==> src/rtl/mlgb_pkg.sv <==
`timescale 1ns / 1ps

package mlgb_pkg;

	localparam int MLGB_MAX_RADIUS = 63;
	localparam int MLGB_MAX_LINE   = 4096;

	localparam logic OP_WEIGHT = 1'b0;
	localparam logic OP_PIXEL  = 1'b1;

	// Register index as decoded from paddr[2].
	localparam logic REG_RADIUS = 1'b0;

	typedef struct packed {
		logic        opcode;
		logic [5:0]  weight_index;
		logic [15:0] weight;
		logic [7:0]  red;
		logic [7:0]  green;
		logic [7:0]  blue;
		logic        is_target;
		logic        last_in_line;
	} in_item_t;

	typedef struct packed {
		logic [7:0] out_red;
		logic [7:0] out_green;
		logic [7:0] out_blue;
		logic       out_target;
		logic       line_end;
	} out_item_t;

	typedef enum logic [2:0] {
		ST_IDLE,
		ST_CHECK,
		ST_SETUP,
		ST_READ,
		ST_ACC,
		ST_DIV_INIT,
		ST_DIV,
		ST_OUT
	} state_t;

	typedef enum logic [1:0] {
		PH_CENTER,
		PH_LEFT,
		PH_RIGHT
	} tap_phase_t;

	typedef struct packed {
		logic wr_weight;
		logic wr_pixel;
		logic setup;
		logic capture;
		logic acc;
		logic step_left;
		logic to_right;
		logic step_right;
		logic div_start;
		logic div_step;
		logic out_load;
		logic finish;
	} dp_cmd_t;

	typedef struct packed {
		logic more;
		logic pix_tgt;
		logic left_zero;
		logic right_zero;
		logic left_end;
		logic right_end;
		logic div_last;
		logic out_free;
	} dp_status_t;

endpackage

==> src/rtl/mlgb_ctrl.sv <==
`timescale 1ns / 1ps

module mlgb_ctrl
	import mlgb_pkg::*;
(
	input  logic       clk,
	input  logic       arst_n,
	input  logic       item_valid,
	input  logic       item_opcode,
	input  dp_status_t status,
	output dp_cmd_t    cmd,
	output logic       item_stall
);

	state_t     state_q, state_d;
	tap_phase_t phase_q, phase_d;

	always_ff @(posedge clk or negedge arst_n) begin
		if (!arst_n) begin
			state_q <= ST_IDLE;
			phase_q <= PH_CENTER;
		end else begin
			state_q <= state_d;
			phase_q <= phase_d;
		end
	end

	always_comb begin
		state_d    = state_q;
		phase_d    = phase_q;
		cmd        = '0;
		item_stall = 1'b1;
		unique case (state_q)
			ST_IDLE: begin
				item_stall = 1'b0;
				if (item_valid) begin
					if (item_opcode == OP_PIXEL) begin
						cmd.wr_pixel = 1'b1;
						state_d      = ST_CHECK;
					end else begin
						cmd.wr_weight = 1'b1;
					end
				end
			end
			ST_CHECK: begin
				if (status.more) begin
					state_d = ST_SETUP;
				end else begin
					cmd.finish = 1'b1;
					state_d    = ST_IDLE;
				end
			end
			ST_SETUP: begin
				cmd.setup = 1'b1;
				phase_d   = PH_CENTER;
				state_d   = ST_READ;
			end
			ST_READ: begin
				state_d = ST_ACC;
			end
			ST_ACC: begin
				unique case (phase_q)
					PH_CENTER: begin
						cmd.capture = 1'b1;
						if (!status.pix_tgt) begin
							state_d = ST_OUT;
						end else begin
							cmd.acc = 1'b1;
							if (!status.left_zero) begin
								cmd.step_left = 1'b1;
								phase_d       = PH_LEFT;
								state_d       = ST_READ;
							end else if (!status.right_zero) begin
								cmd.to_right = 1'b1;
								phase_d      = PH_RIGHT;
								state_d      = ST_READ;
							end else begin
								state_d = ST_DIV_INIT;
							end
						end
					end
					PH_LEFT: begin
						cmd.acc = status.pix_tgt;
						if (status.pix_tgt && !status.left_end) begin
							cmd.step_left = 1'b1;
							state_d       = ST_READ;
						end else if (!status.right_zero) begin
							cmd.to_right = 1'b1;
							phase_d      = PH_RIGHT;
							state_d      = ST_READ;
						end else begin
							state_d = ST_DIV_INIT;
						end
					end
					PH_RIGHT: begin
						cmd.acc = status.pix_tgt;
						if (status.pix_tgt && !status.right_end) begin
							cmd.step_right = 1'b1;
							state_d        = ST_READ;
						end else begin
							state_d = ST_DIV_INIT;
						end
					end
					default: begin
						state_d = ST_IDLE;
					end
				endcase
			end
			ST_DIV_INIT: begin
				cmd.div_start = 1'b1;
				state_d       = ST_DIV;
			end
			ST_DIV: begin
				cmd.div_step = 1'b1;
				if (status.div_last) begin
					state_d = ST_OUT;
				end
			end
			ST_OUT: begin
				if (status.out_free) begin
					cmd.out_load = 1'b1;
					state_d      = ST_CHECK;
				end
			end
			default: begin
				state_d = ST_IDLE;
			end
		endcase
	end

endmodule

==> config.mk <==
export PLATFORM = sky130hd
export DESIGN_NAME = mlgb_ctrl
export DESIGN_NICKNAME = d
export VERILOG_FILES = /design/src/rtl/mlgb_pkg.sv /design/src/rtl/mlgb_ctrl.sv
export SDC_FILE = /design/constraint.sdc
export NUM_CORES = 1
export LEC_CHECK = 0
export BUFFER_PORTS_ARGS = -buffer_cell sky130_fd_sc_hd__buf_2
export CAP_MARGIN = 20
export CORE_MARGIN = 1.5
export CORE_UTILIZATION = 24
export DETAILED_ROUTE_END_ITERATION = 6
export HOLD_SLACK_MARGIN = 0.05
export SETUP_SLACK_MARGIN = 0.4
export SLEW_MARGIN = 20
export SYNTH_ARGS = -nofsm -noshare
export SYNTH_HDL_FRONTEND = slang
export SYNTH_SLANG_ARGS = --single-unit
==> constraint.sdc <==
create_clock -name clk -period 2.3 [get_ports clk]
set_input_delay 0.115 -clock clk [delete_from_list [all_inputs] [get_ports clk]]
set_output_delay 0.115 -clock clk [all_outputs]
set_load 0.02 [all_outputs]
# Word level (Yosys, flattened, before mapping)
# Index checks and enable logic that the tools add are counted.
# totals
register_bits	5
output_inout_bits	13
word_cells	70
# classes
eq_ne	16
n_mux	42
n_reduce_logical	10
# op_table
op	count
3-bit 2-to-1 mux	10
3-bit one-hot mux with 8 select lines	1
1-bit 2-to-1 mux	18
2-bit 2-to-1 mux	7
3-bit equality test, second input constant	4
2-bit one-hot mux with 2 select lines	3
3-bit one-hot mux with 3 select lines	1
2-bit != test, second input constant	4
4-bit AND reduction	2
3-bit by 2-bit equality test with 1-bit output, second input constant	2
3-bit != test, second input constant	2
5-bit 2-to-1 mux	1
3-bit by 1-bit equality test with 1-bit output, second input constant	1
3-bit zero test	1
3-bit by 1-bit != test with 1-bit output, second input constant	1
2-bit by 1-bit equality test with 1-bit output, second input constant	1
2-bit equality test, second input constant	1
1-bit logical AND	2
1-bit zero test	2
2-bit zero test	1
1-bit one-hot mux with 2 select lines	1
2-bit nonzero test	1
2-bit OR reduction	1

# Depth between registers and ports, before layout
# Gate-level depths: netlist of the first run.
# logic_depth
word_depth	5
depth_mapped	7
ltp_nobuf	6

# Worst setup path after synthesis of the first run
# OpenSTA, ideal clock, no wires.
# synth_path
path_type	reg-to-reg
from	reg phase_q[0]
to	reg phase_q[1]
setup_time_ns	0.126
arrival_time_ns	1.472
required_time_ns	2.174
path_slack_ns	0.702
stages_incl_launch_ff	8
path_buffers	1
period_less_slack_ns	1.598
cell_sequence	dfrtp_1 inv_1 ha_1 buf_2 or2_2 a31oi_1 o31a_1 a21oi_2
# synth_via
elab_chain_len	3
elab_cells_between_ends	8
# synth_lines
item	line_no	source
start: declaration	mlgb_ctrl.sv:16	tap_phase_t phase_q, phase_d;
start signal: assignment	mlgb_ctrl.sv:24	phase_q <= phase_d;
2-bit by 1-bit equality test with 1-bit output or 2-bit zero test (tied branches)	mlgb_ctrl.sv:62	unique case (phase_q)
2-bit one-hot mux with 2 select lines, or another cell as far along	mlgb_ctrl.sv:62	
2-bit one-hot mux with 2 select lines or 4-bit AND reduction (tied branches)	-	
# Parallel ways exist; a longest one is shown, timed or not.
# A chain may end at the register's enable or synchronous reset.

==> results.cfg, run 1 <==
[synthesis]
synth_nets = 102
cell_count_after_synthesis = 85
leading_area_contributor_after_synthesis = sky130_fd_sc_hd__dfrtp_1
postSynth.topFlopCell = sky130_fd_sc_hd__dfrtp_1
synthesis.area_um2 = 622
synth_enable_flop_cells = 0
yosysWarningCount = 0
postSynthRegisterBits = 5
ys_top_cells_by_area = sky130_fd_sc_hd__dfrtp_1 20%, sky130_fd_sc_hd__ha_1 10%, sky130_fd_sc_hd__nor2_1 6.0%, sky130_fd_sc_hd__a21oi_1 5.6%, sky130_fd_sc_hd__nand2b_1 4.0%
synth_top_area_share = 0.201
synth_cell_types = 34
post_syn_area_per_cell_um2 = 7.32
ys_async_sr_fraction = 1.00
synth.yosys.seq_area_share = 0.201

[route]
detail-route-antenna-nets = 0
drt-initial-drc-count = 7
drt_first_pass_iters = 4
drt-wirelength-per-cell_um = 11.9
detail_route.vias_per_cell = 4.96
via_count = 689
wl_final_um = 1650
drc_errors = 0

[floorplanning]
coreArea_um2 = 2450
die_area_um2 = 2910
fp.dieH_um = 53.9
floorplan.initialDensity = 0.253
die_width_um = 53.9
placement_rows = 18
ioPinCount = 25

[sta]
tightestPinTransition_ns = 0.434
finalSetupTns_ns = 0
hold_violations = 0
post-route-period-util = 0.765
slew_headroom = 0.711
worst_clock_skew_ns = 0.000306
maxSlewViolCount = 0
setup_violations = 0
rsz0062_at_grt = yes
period_minus_slack_ns = 1.76
fmax_mhz = 569

[clock_network]
cts.reportedPaths.clkPinSlew_ns = 0.04
tritoncts = built
tritoncts_num_sinks = 5
cts.path.max_buffers = 2
cts_htree_levels = 1
cts_root_buffer_type = sky130_fd_sc_hd__clkbuf_4
clock_latency_ns = 0.24
cts_inserted_buffers = 3

[min_path]
hold_start = status[0]
min-delay-path-class = input pin to flip-flop

[critical_path]
timing.critical_path.to_type = output port
critPathMaxFanout = 10
required_ns = 2.18
startpoint_of_the_worst_slack_reg_to_reg_timing_path = phase_q[0]
timing.critical_path.from_type = flip-flop
crit_buf_inv = 2
crit_start = phase_q[0]
cp_slowest_stage_delay_ns = 0.42
critical_path.cell_chain = inv_1, ha_2, or2_2, nand3b_1, a21oi_1, buf_2
cp_top_family = flip-flops
path_class = flip-flop to output port
critical_path_arrival_ns = 1.64
critical-path-slowest-cell = sky130_fd_sc_hd__dfrtp_1

[grt]
grtUsageTotal = 0.140
grt_max_degree = 16
aggregate_global_routing_overflow = 0
grt_pass1_vias = 661
wire_length_of_the_first_global_routing_pass_um = 2880
antenna_violations_before_repair = 0

[layout]
syn2layout_area_growth_pct = 27.2
final_nets = 127
num-fill-cells = 282
fin_cells = 139
drive_gt1_frac = 0.321
antenna_cells_inserted = 0

[power_and_ir_drop]
power.static_leakage_nw = 0.369
vdd_drop_max_mv = 0.370
power_density_of_the_placed_cells_nw_per_um2 = 892

[job]
drv_cap = 0

[placement]
hpwlAfterDp_um = 1270
placed_cells_incl_taps = 134
placement.io_buffers = 24
place_congestion = 0.792

[run_status]
run_status = complete, no violations
## sequential cells by signal, indices dropped and copies added (netlist names)
name,flops
phase_q,2
state_q,3
## final timing paths
| kind | endpoint | slack [ns] | depth (start not counted) |
|---|---|---|---|
| worst max register to register | phase_q[1] | 0.66 | 6 |
| worst max-delay path | cmd[6] | 0.54 | 6 |
| worst min register to register | state_q[0] | 0.62 | 1 |
| max in group asynchronous | state_q[2] | 1.95 | 2 |
| worst min-delay path | state_q[1] | 0.20 | 4 |
| min in group asynchronous | state_q[0] | 0.21 | 2 |
## cells by family after synthesis
kind of cell,count (synthesis),synth area share
AND/OR/NAND/NOR,40,0.360
AO/OA/AOI/OAI,23,0.239
buffers and inverters,11,0.0825
adder cells (fa/ha/maj),5,0.101
flip-flops,5,0.201
multiplexers,1,0.0161
## layout make-up
| cell class | count | area, µm² | share of cell area |
|---|---|---|---|
| tap | 30 | 37.5 | 0.0475 |
| sequential | 5 | 126 | 0.160 |
| inverter | 6 | 22.5 | 0.0285 |
| timing repair buffer | 25 | 130 | 0.165 |
| multi-input combinational | 69 | 448 | 0.566 |
| clock buffer | 4 | 26.3 | 0.0332 |
## tightest hold or removal path: stages
cell	delay (ns)
sky130_fd_sc_hd__buf_2	0.07
sky130_fd_sc_hd__nand2_1	0.05
sky130_fd_sc_hd__o21ai_0	0.07
sky130_fd_sc_hd__o22ai_1	0.08
## cell usage in the layout, fill, tap and decap left out, types with 2 or more instances in the layout
cell / count
sky130_fd_sc_hd__a21oi_1: 7
sky130_fd_sc_hd__a31oi_1: 3
sky130_fd_sc_hd__buf_2: 24
sky130_fd_sc_hd__clkbuf_4: 3
sky130_fd_sc_hd__dfrtp_1: 4
sky130_fd_sc_hd__ha_1: 4
sky130_fd_sc_hd__inv_1: 6
sky130_fd_sc_hd__nand2_1: 6
sky130_fd_sc_hd__nand2b_1: 4
sky130_fd_sc_hd__nand3_1: 2
sky130_fd_sc_hd__nand3b_1: 3
sky130_fd_sc_hd__nor2_1: 10
sky130_fd_sc_hd__nor3_1: 5
sky130_fd_sc_hd__nor3b_2: 2
sky130_fd_sc_hd__o21ai_0: 3
sky130_fd_sc_hd__o22ai_1: 2
## per-layer routing
metal	GRT usage	wire length [µm]	vias up	share of wire
li1	-	-	354	-
met1	0.173	805	304	0.49
met2	0.224	711	27	0.43
met3	0.0306	99	4	0.060
met4	0.0769	36	0	0.022
met5	0	0	-	0
## through the flow
| step | power (W) | cell area, µm² | hold slack (ns) | setup WS [ns] | utilization |
|---|---|---|---|---|---|
| finish | 0.000706 | 791 | 0.204 | 0.541 | 0.322 |
| global route | 0.000791 | 791 | 0.220 | 0.365 | 0.322 |
| CTS | 0.000706 | 787 | 0.198 | 0.428 | 0.321 |
| detailed placement | 0.000596 | 751 | -0.0639 | 0.589 | 0.306 |
| global placement | 0.000591 | 751 | -0.0608 | 0.652 | 0.306 |
| floorplan | 0.000507 | 622 | -0.181 | 0.702 | - |
## power by group
group	switching (W)	leakage, nW	total, W	internal, W
clock network	0.0000363	0.0150	0.000102	0.0000656
logic	0.000240	0.289	0.000417	0.000177
registers	0.0000700	0.0640	0.000187	0.000117
total	0.000346	0.369	0.000706	0.000359
## synth_stat cells (all sizes together) (2+ instances only)
master / count
nand3: 2
nor3b: 3
o21ai: 4
nand2b: 4
nand2: 6
nand3b: 3
nor3: 5
buf: 4
nor2: 10
inv: 6
a21oi: 8
a31oi: 3
o22ai: 2
dfrtp: 5
ha: 5
## what timing repair did
action / 4_1_cts / 5_1_grt
gates resized for setup: 0 / 2
buffers inserted: 0 / 0
endpoints found under the hold margin: 5 / 0
hold buffers: 1 / 0
endpoints found under the setup margin: 0 / 2
(Power assumes the default switching activity.)
==> inputs of run 2 (changes only) <==
ABC_AREA = 1   (was not set)
clock period = 1.6 ns   (was 2.3 ns; I/O delays follow)
==> run 2 against run 1 <==
Compared with the run above:
- first-iteration DRC count grew 29%
- clock skew grew 0.00089 ns
- final area grew 60%
- wire length grew 33%
- synthesized area grew 6.0%
- setup slack lost 0.43 ns
- count of clock-buffer cells in the layout is the same
- combinational power grew to 3.2 times the previous value
- clock power grew 39%
- global-route usage shrank 0.53 points
- critical endpoint unchanged
- largest cell class unchanged
- largest power group unchanged
==> results.cfg, run 2 <==
[critical_path]
path_class = flip-flop to output port
timing.critical_path.from_type = flip-flop
timing.critical_path.to_type = output port
critical_path.cell_chain = inv_2, ha_4, nand2_1, o21ai_2, nand2_2, nor2_4, buf_6
required_ns = 1.52
critPathMaxFanout = 5
critical-path-slowest-cell = sky130_fd_sc_hd__dfrtp_2
cp_slowest_stage_delay_ns = 0.44
critical_path_arrival_ns = 1.41

[floorplanning]
ioPinCount = 25
coreArea_um2 = 2540
placement_rows = 18
floorplan.initialDensity = 0.259
die_width_um = 55.4
die_area_um2 = 3070
fp.dieH_um = 55.4

[sta]
slew_headroom = 0.836
finalSetupTns_ns = 0
worst_clock_skew_ns = 0.00120
rsz0062_at_grt = yes
hold_violations = 0
fmax_mhz = 671
worst_hold_slack_ns = 0.190
post-route-period-util = 0.932
setup_violations = 0
maxSlewViolCount = 0
period_minus_slack_ns = 1.49
tightestPinTransition_ns = 0.244

[power_and_ir_drop]
power_density_of_the_placed_cells_nw_per_um2 = 1370
share_seq_of_total_power = 0.148
p_sw_w = 0.000871
vdd_drop_max_mv = 0.701
power_report.internal_total_w = 0.000853
power.static_leakage_nw = 0.638
clockPowerShare = 0.082
switching_share = 0.505
share_of_power_burned_in_combinational_logic = 0.770

[synthesis]
postSynthRegisterBits = 5
ys_top_cells_by_area = sky130_fd_sc_hd__dfrtp_1 19%, sky130_fd_sc_hd__nand2_1 18%, sky130_fd_sc_hd__ha_1 9.5%, sky130_fd_sc_hd__inv_1 8.0%, sky130_fd_sc_hd__nand3_1 7.6%
synth_cell_types = 20
postSynth.topFlopCell = sky130_fd_sc_hd__dfrtp_1
ys_top_cells_by_count = 31 x sky130_fd_sc_hd__nand2_1, 14 x sky130_fd_sc_hd__inv_1, 12 x sky130_fd_sc_hd__nor2_1
synth_top_area_share = 0.190
leading_area_contributor_after_synthesis = sky130_fd_sc_hd__dfrtp_1
yosysWarningCount = 0
post_syn_area_per_cell_um2 = 6.34
ys_async_sr_fraction = 1.00
synth_enable_flop_cells = 0
synth_nets = 121
cell_count_after_synthesis = 104
synthesis.area_um2 = 659
post-synth-top-count-cell = sky130_fd_sc_hd__nand2_1
synth.yosys.seq_area_share = 0.190

[placement]
place_congestion = 0.832
hpwlAfterDp_um = 1330
placement.io_buffers = 24
placed_cells_incl_taps = 158

[route]
drc_errors = 0
drt-initial-drc-count = 9
drt_first_pass_iters = 4
via_count = 859
detail_route.vias_per_cell = 4.77
detail-route-antenna-nets = 0
drt-wirelength-per-cell_um = 12.2
wl_final_um = 2190

[clock_network]
cts_inserted_buffers = 3
tritoncts_num_sinks = 5
clock_latency_ns = 0.24
cts_root_buffer_type = sky130_fd_sc_hd__clkbuf_4
cts_htree_levels = 1
tritoncts = built
cts.reportedPaths.clkPinSlew_ns = 0.04
cts.path.max_buffers = 2

[layout]
num-fill-cells = 231
layout_top_registers = state_q: 3 flops, phase_q: 2 flops
largest_reg_by_ff_count = state_q
final_cell_mix = 23 x sky130_fd_sc_hd__nand2_1, 17 x sky130_fd_sc_hd__buf_4, 12 x sky130_fd_sc_hd__buf_2, 12 x sky130_fd_sc_hd__buf_6
number_of_flip_flops_in_the_largest_register = 3
syn2layout_area_growth_pct = 91.5
drive_gt1_frac = 0.647
mostFrequentLayoutCell = sky130_fd_sc_hd__nand2_1
final_nets = 168
antenna_cells_inserted = 0
fin_cells = 180

[grt]
grt_max_degree = 9
aggregate_global_routing_overflow = 0
grt_pass1_vias = 829
grtUsageTotal = 0.135
wire_length_of_the_first_global_routing_pass_um = 3420
antenna_violations_before_repair = 0

[run_status]
run_status = complete, no violations

[min_path]
min-delay-path-class = input pin to async pin

[job]
drv_cap = 0
## run 2: changes by cell type in the layout (fill, tap and decap cells not counted), sizes merged, moves of 3 or more
cell	delta
buf	+17
nor2	+7
inv	+9
a31oi	-3
a21oi	-6
nand2	+32
nand3	+8
nand2b	-4
## run 2: per-layer routing
| metal | wire length (µm) | track usage | vias up |
|---|---|---|---|
| met1 | 815 | 0.145 | 403 |
| li1 | - | - | 418 |
| met5 | 0 | 0 | - |
| met3 | 91 | 0.0164 | 9 |
| met2 | 1200 | 0.245 | 29 |
| met4 | 85 | 0.0871 | 0 |
## run 2: worst max-delay path: cells and delay by family (launching register included)
kind | cells | cell delay, ns
DFF | 1 | 0.44
and+or+nand+nor | 3 | 0.22
buffers and inverters | 2 | 0.21
adders and majority gates | 1 | 0.16
AOI/OAI and AO/OA | 1 | 0.13
## run 2: final timing paths
path	from	to	slack [ns]	depth (start not counted)
max	phase_q[0]	cmd[6]	0.11	7
max reg2reg	phase_q[0]	state_q[2]	0.19	10
max in group asynchronous	arst_n	phase_q[0]	1.26	2
min reg2reg	phase_q[1]	phase_q[1]	0.69	3
min	arst_n	state_q[2]	0.19	2
min in group clk	status[1]	state_q[1]	0.21	4
## run 2: area by class of cell
type                    count  area [µm²]  share of cell area
multi-input cells          84         669               0.530
repair buffers             42         333               0.264
flip-flops and latches      5         130               0.103
inverters                  15        66.3              0.0525
well taps                  30        37.5              0.0297
clock buffers               4        26.3              0.0208
## run 2: stage by stage
step / power, W / setup WS (ns) / area [µm²] / util
floorplan: 0.000863 / 0.375 / 706 / -
global placement: 0.00104 / 0.258 / 863 / 0.339
detailed placement: 0.00106 / 0.234 / 863 / 0.339
CTS: 0.00149 / 0.107 / 1140 / 0.446
global route: 0.00186 / 0.0299 / 1260 / 0.496
finish: 0.00172 / 0.109 / 1260 / 0.496
## run 2: repair_timing
item                       CTS  global route
gates resized for setup     48            23
pin swaps                   17            13
hold buffers                 1             0
buffers inserted            12             5
setup endpoints to repair   17            18
hold endpoints to repair     5             0
## run 2: logic make-up after synthesis
family          share of synthesized area
fa+ha+maj                          0.0949
simple gates                        0.562
buf+inv                            0.0854
compound gates                     0.0683
flops                               0.190
## run 2: power by group through the flow
stage	Clock, W	Combinational (W)	Sequential [W]
finish	0.000142	0.00133	0.000255
global route	0.000167	0.00143	0.000261
CTS	0.000147	0.00110	0.000245
detailed placement	0	0.000810	0.000246
global placement	0	0.000804	0.000239
floorplan	0	0.000633	0.000230
==> inputs of run 3 (changes only) <==
BUFFER_PORTS_ARGS = -buffer_cell sky130_fd_sc_hd__clkbuf_2   (was -buffer_cell sky130_fd_sc_hd__buf_2)
GPL_TIMING_DRIVEN = 0   (was not set)
==> run 3 against run 2 <==
Compared with the run above:
- non-clock buffer count rose by 7
- first-iteration DRC count rose by 110%
- count of clock-buffer cells in the layout did not move
- critical path type unchanged
- die area did not move
- critical path depth fell by 2
- sequential power rose by 2%
- register-to-register slack got worse by 0.07 ns
==> results.cfg, run 3 (synthesized netlist as in run 2, its figures left out) <==
[run_status]
run_status = complete, no violations

[route]
detail-route-antenna-nets = 0
drt-wirelength-per-cell_um = 12.8
drc_errors = 0
wl_final_um = 2390
drt_first_pass_iters = 4
drt-initial-drc-count = 19
via_count = 889
detail_route.vias_per_cell = 4.75

[power_and_ir_drop]
finalPower_w = 0.00207
power_density_of_the_placed_cells_nw_per_um2 = 1480
vdd_drop_max_mv = 0.888
power.static_leakage_nw = 0.681

[floorplanning]
placement_rows = 18
fp.dieH_um = 55.4
floorplan.initialDensity = 0.259
ioPinCount = 25
coreArea_um2 = 2540
die_area_um2 = 3070
die_width_um = 55.4

[critical_path]
reg2reg_path_depth = 11
setup.reg_to_reg.worst_slack_ns = 0.12
timing.critical_path.to_type = output port
timing.critical_path.from_type = flip-flop
path_class = flip-flop to output port
critical_path_arrival_ns = 1.42
required_ns = 1.52
critPathMaxFanout = 6

[layout]
final_nets = 175
syn2layout_area_growth_pct = 111
drive_gt1_frac = 0.662
layout_top_registers = state_q: 3 flops, phase_q: 2 flops
mostFrequentLayoutCell = sky130_fd_sc_hd__nand2_1
area_of_the_multi_input_gates_um2 = 681
largest_reg_by_ff_count = state_q
register_area_um2 = 129
number_of_flip_flops_in_the_largest_register = 3
num-fill-cells = 212
final_cell_mix = 20 x sky130_fd_sc_hd__nand2_1, 17 x sky130_fd_sc_hd__buf_4, 11 x sky130_fd_sc_hd__nand2_2, 11 x sky130_fd_sc_hd__clkbuf_2, 11 x sky130_fd_sc_hd__buf_6
antenna_cells_inserted = 0
fin_cells = 187

[grt]
grtUsageTotal = 0.138
grt_pass1_vias = 852
antenna_violations_before_repair = 0
grt_max_degree = 10
wire_length_of_the_first_global_routing_pass_um = 3540
aggregate_global_routing_overflow = 0

[clock_network]
tritoncts = built
cts.path.max_buffers = 2
tritoncts_num_sinks = 5
cts_inserted_buffers = 3
cts_htree_levels = 1
cts_root_buffer_type = sky130_fd_sc_hd__clkbuf_4
clock_latency_ns = 0.24
cts.reportedPaths.clkPinSlew_ns = 0.04

[sta]
setup_violations = 0
fmax_mhz = 665
worst_clock_skew_ns = 0.00243
hold_violations = 0
tightestPinTransition_ns = 0.234
finalSetupTns_ns = 0
maxSlewViolCount = 0
slew_headroom = 0.843
rsz0062_at_grt = yes
period_minus_slack_ns = 1.50
post-route-period-util = 0.940

[placement]
place_congestion = 0.768
hpwlAfterDp_um = 1280
placed_cells_incl_taps = 158
placement.io_buffers = 24

[min_path]
min_path_cells = 4
min-delay-path-class = input pin to flip-flop

[job]
drv_cap = 0
[run 3: final timing paths]
path / start / endpoint
max: phase_q[0] / cmd[5]
max in group asynchronous: arst_n / phase_q[0]
max reg2reg: phase_q[0] / state_q[1]
min in group asynchronous: arst_n / state_q[1]
min reg2reg: phase_q[0] / phase_q[0]
min: status[1] / state_q[1]
[run 3: routing by layer]
metal | vias up | wire length [µm] | GRT usage
li1 | 435 | - | -
met1 | 422 | 944 | 0.153
met2 | 26 | 1270 | 0.269
met3 | 6 | 125 | 0.0281
met4 | 0 | 53 | 0.0244
met5 | - | 0 | 0
[run 3: what timing repair did]
item / 4_1_cts / 5_1_grt
endpoints found under the setup margin: 17 / 18
gates resized for setup: 60 / 33
buffers inserted: 16 / 8
pin swaps: 20 / 12
hold endpoints to repair: 5 / 0
hold buffers: 1 / 0
[run 3: where the power goes]
part | switching (W) | leakage, nW | internal, W
Sequential | 0.0000848 | 0.0627 | 0.000176
Combinational | 0.000845 | 0.603 | 0.000817
Clock | 0.0000502 | 0.0150 | 0.0000942
[run 3: area by class of cell]
type | count | area share
clock buffers | 4 | 0.0189
inverters | 15 | 0.0476
multi-input cells | 84 | 0.488
flip-flops and latches | 5 | 0.0925
well taps | 30 | 0.0269
repair buffers | 49 | 0.326
[run 3: worst max-delay path, cell delays in order (launching register included)]
cell and delay (ns):
sky130_fd_sc_hd__dfrtp_2 0.44, sky130_fd_sc_hd__buf_4 0.15, sky130_fd_sc_hd__ha_4 0.14, sky130_fd_sc_hd__nand2_1 0.06
sky130_fd_sc_hd__a211oi_2 0.23, sky130_fd_sc_hd__buf_4 0.17
[run 3: through the flow]
step / util / hold slack [ns] / setup slack [ns] / area (µm²)
floorplan: - / -0.216 / 0.375 / 706
CTS: 0.491 / 0.172 / 0.0772 / 1250
global route: 0.548 / 0.193 / 0.0174 / 1390
global placement: 0.339 / -0.102 / 0.219 / 863
finish: 0.548 / 0.174 / 0.0961 / 1390
detailed placement: 0.339 / -0.0963 / 0.207 / 863
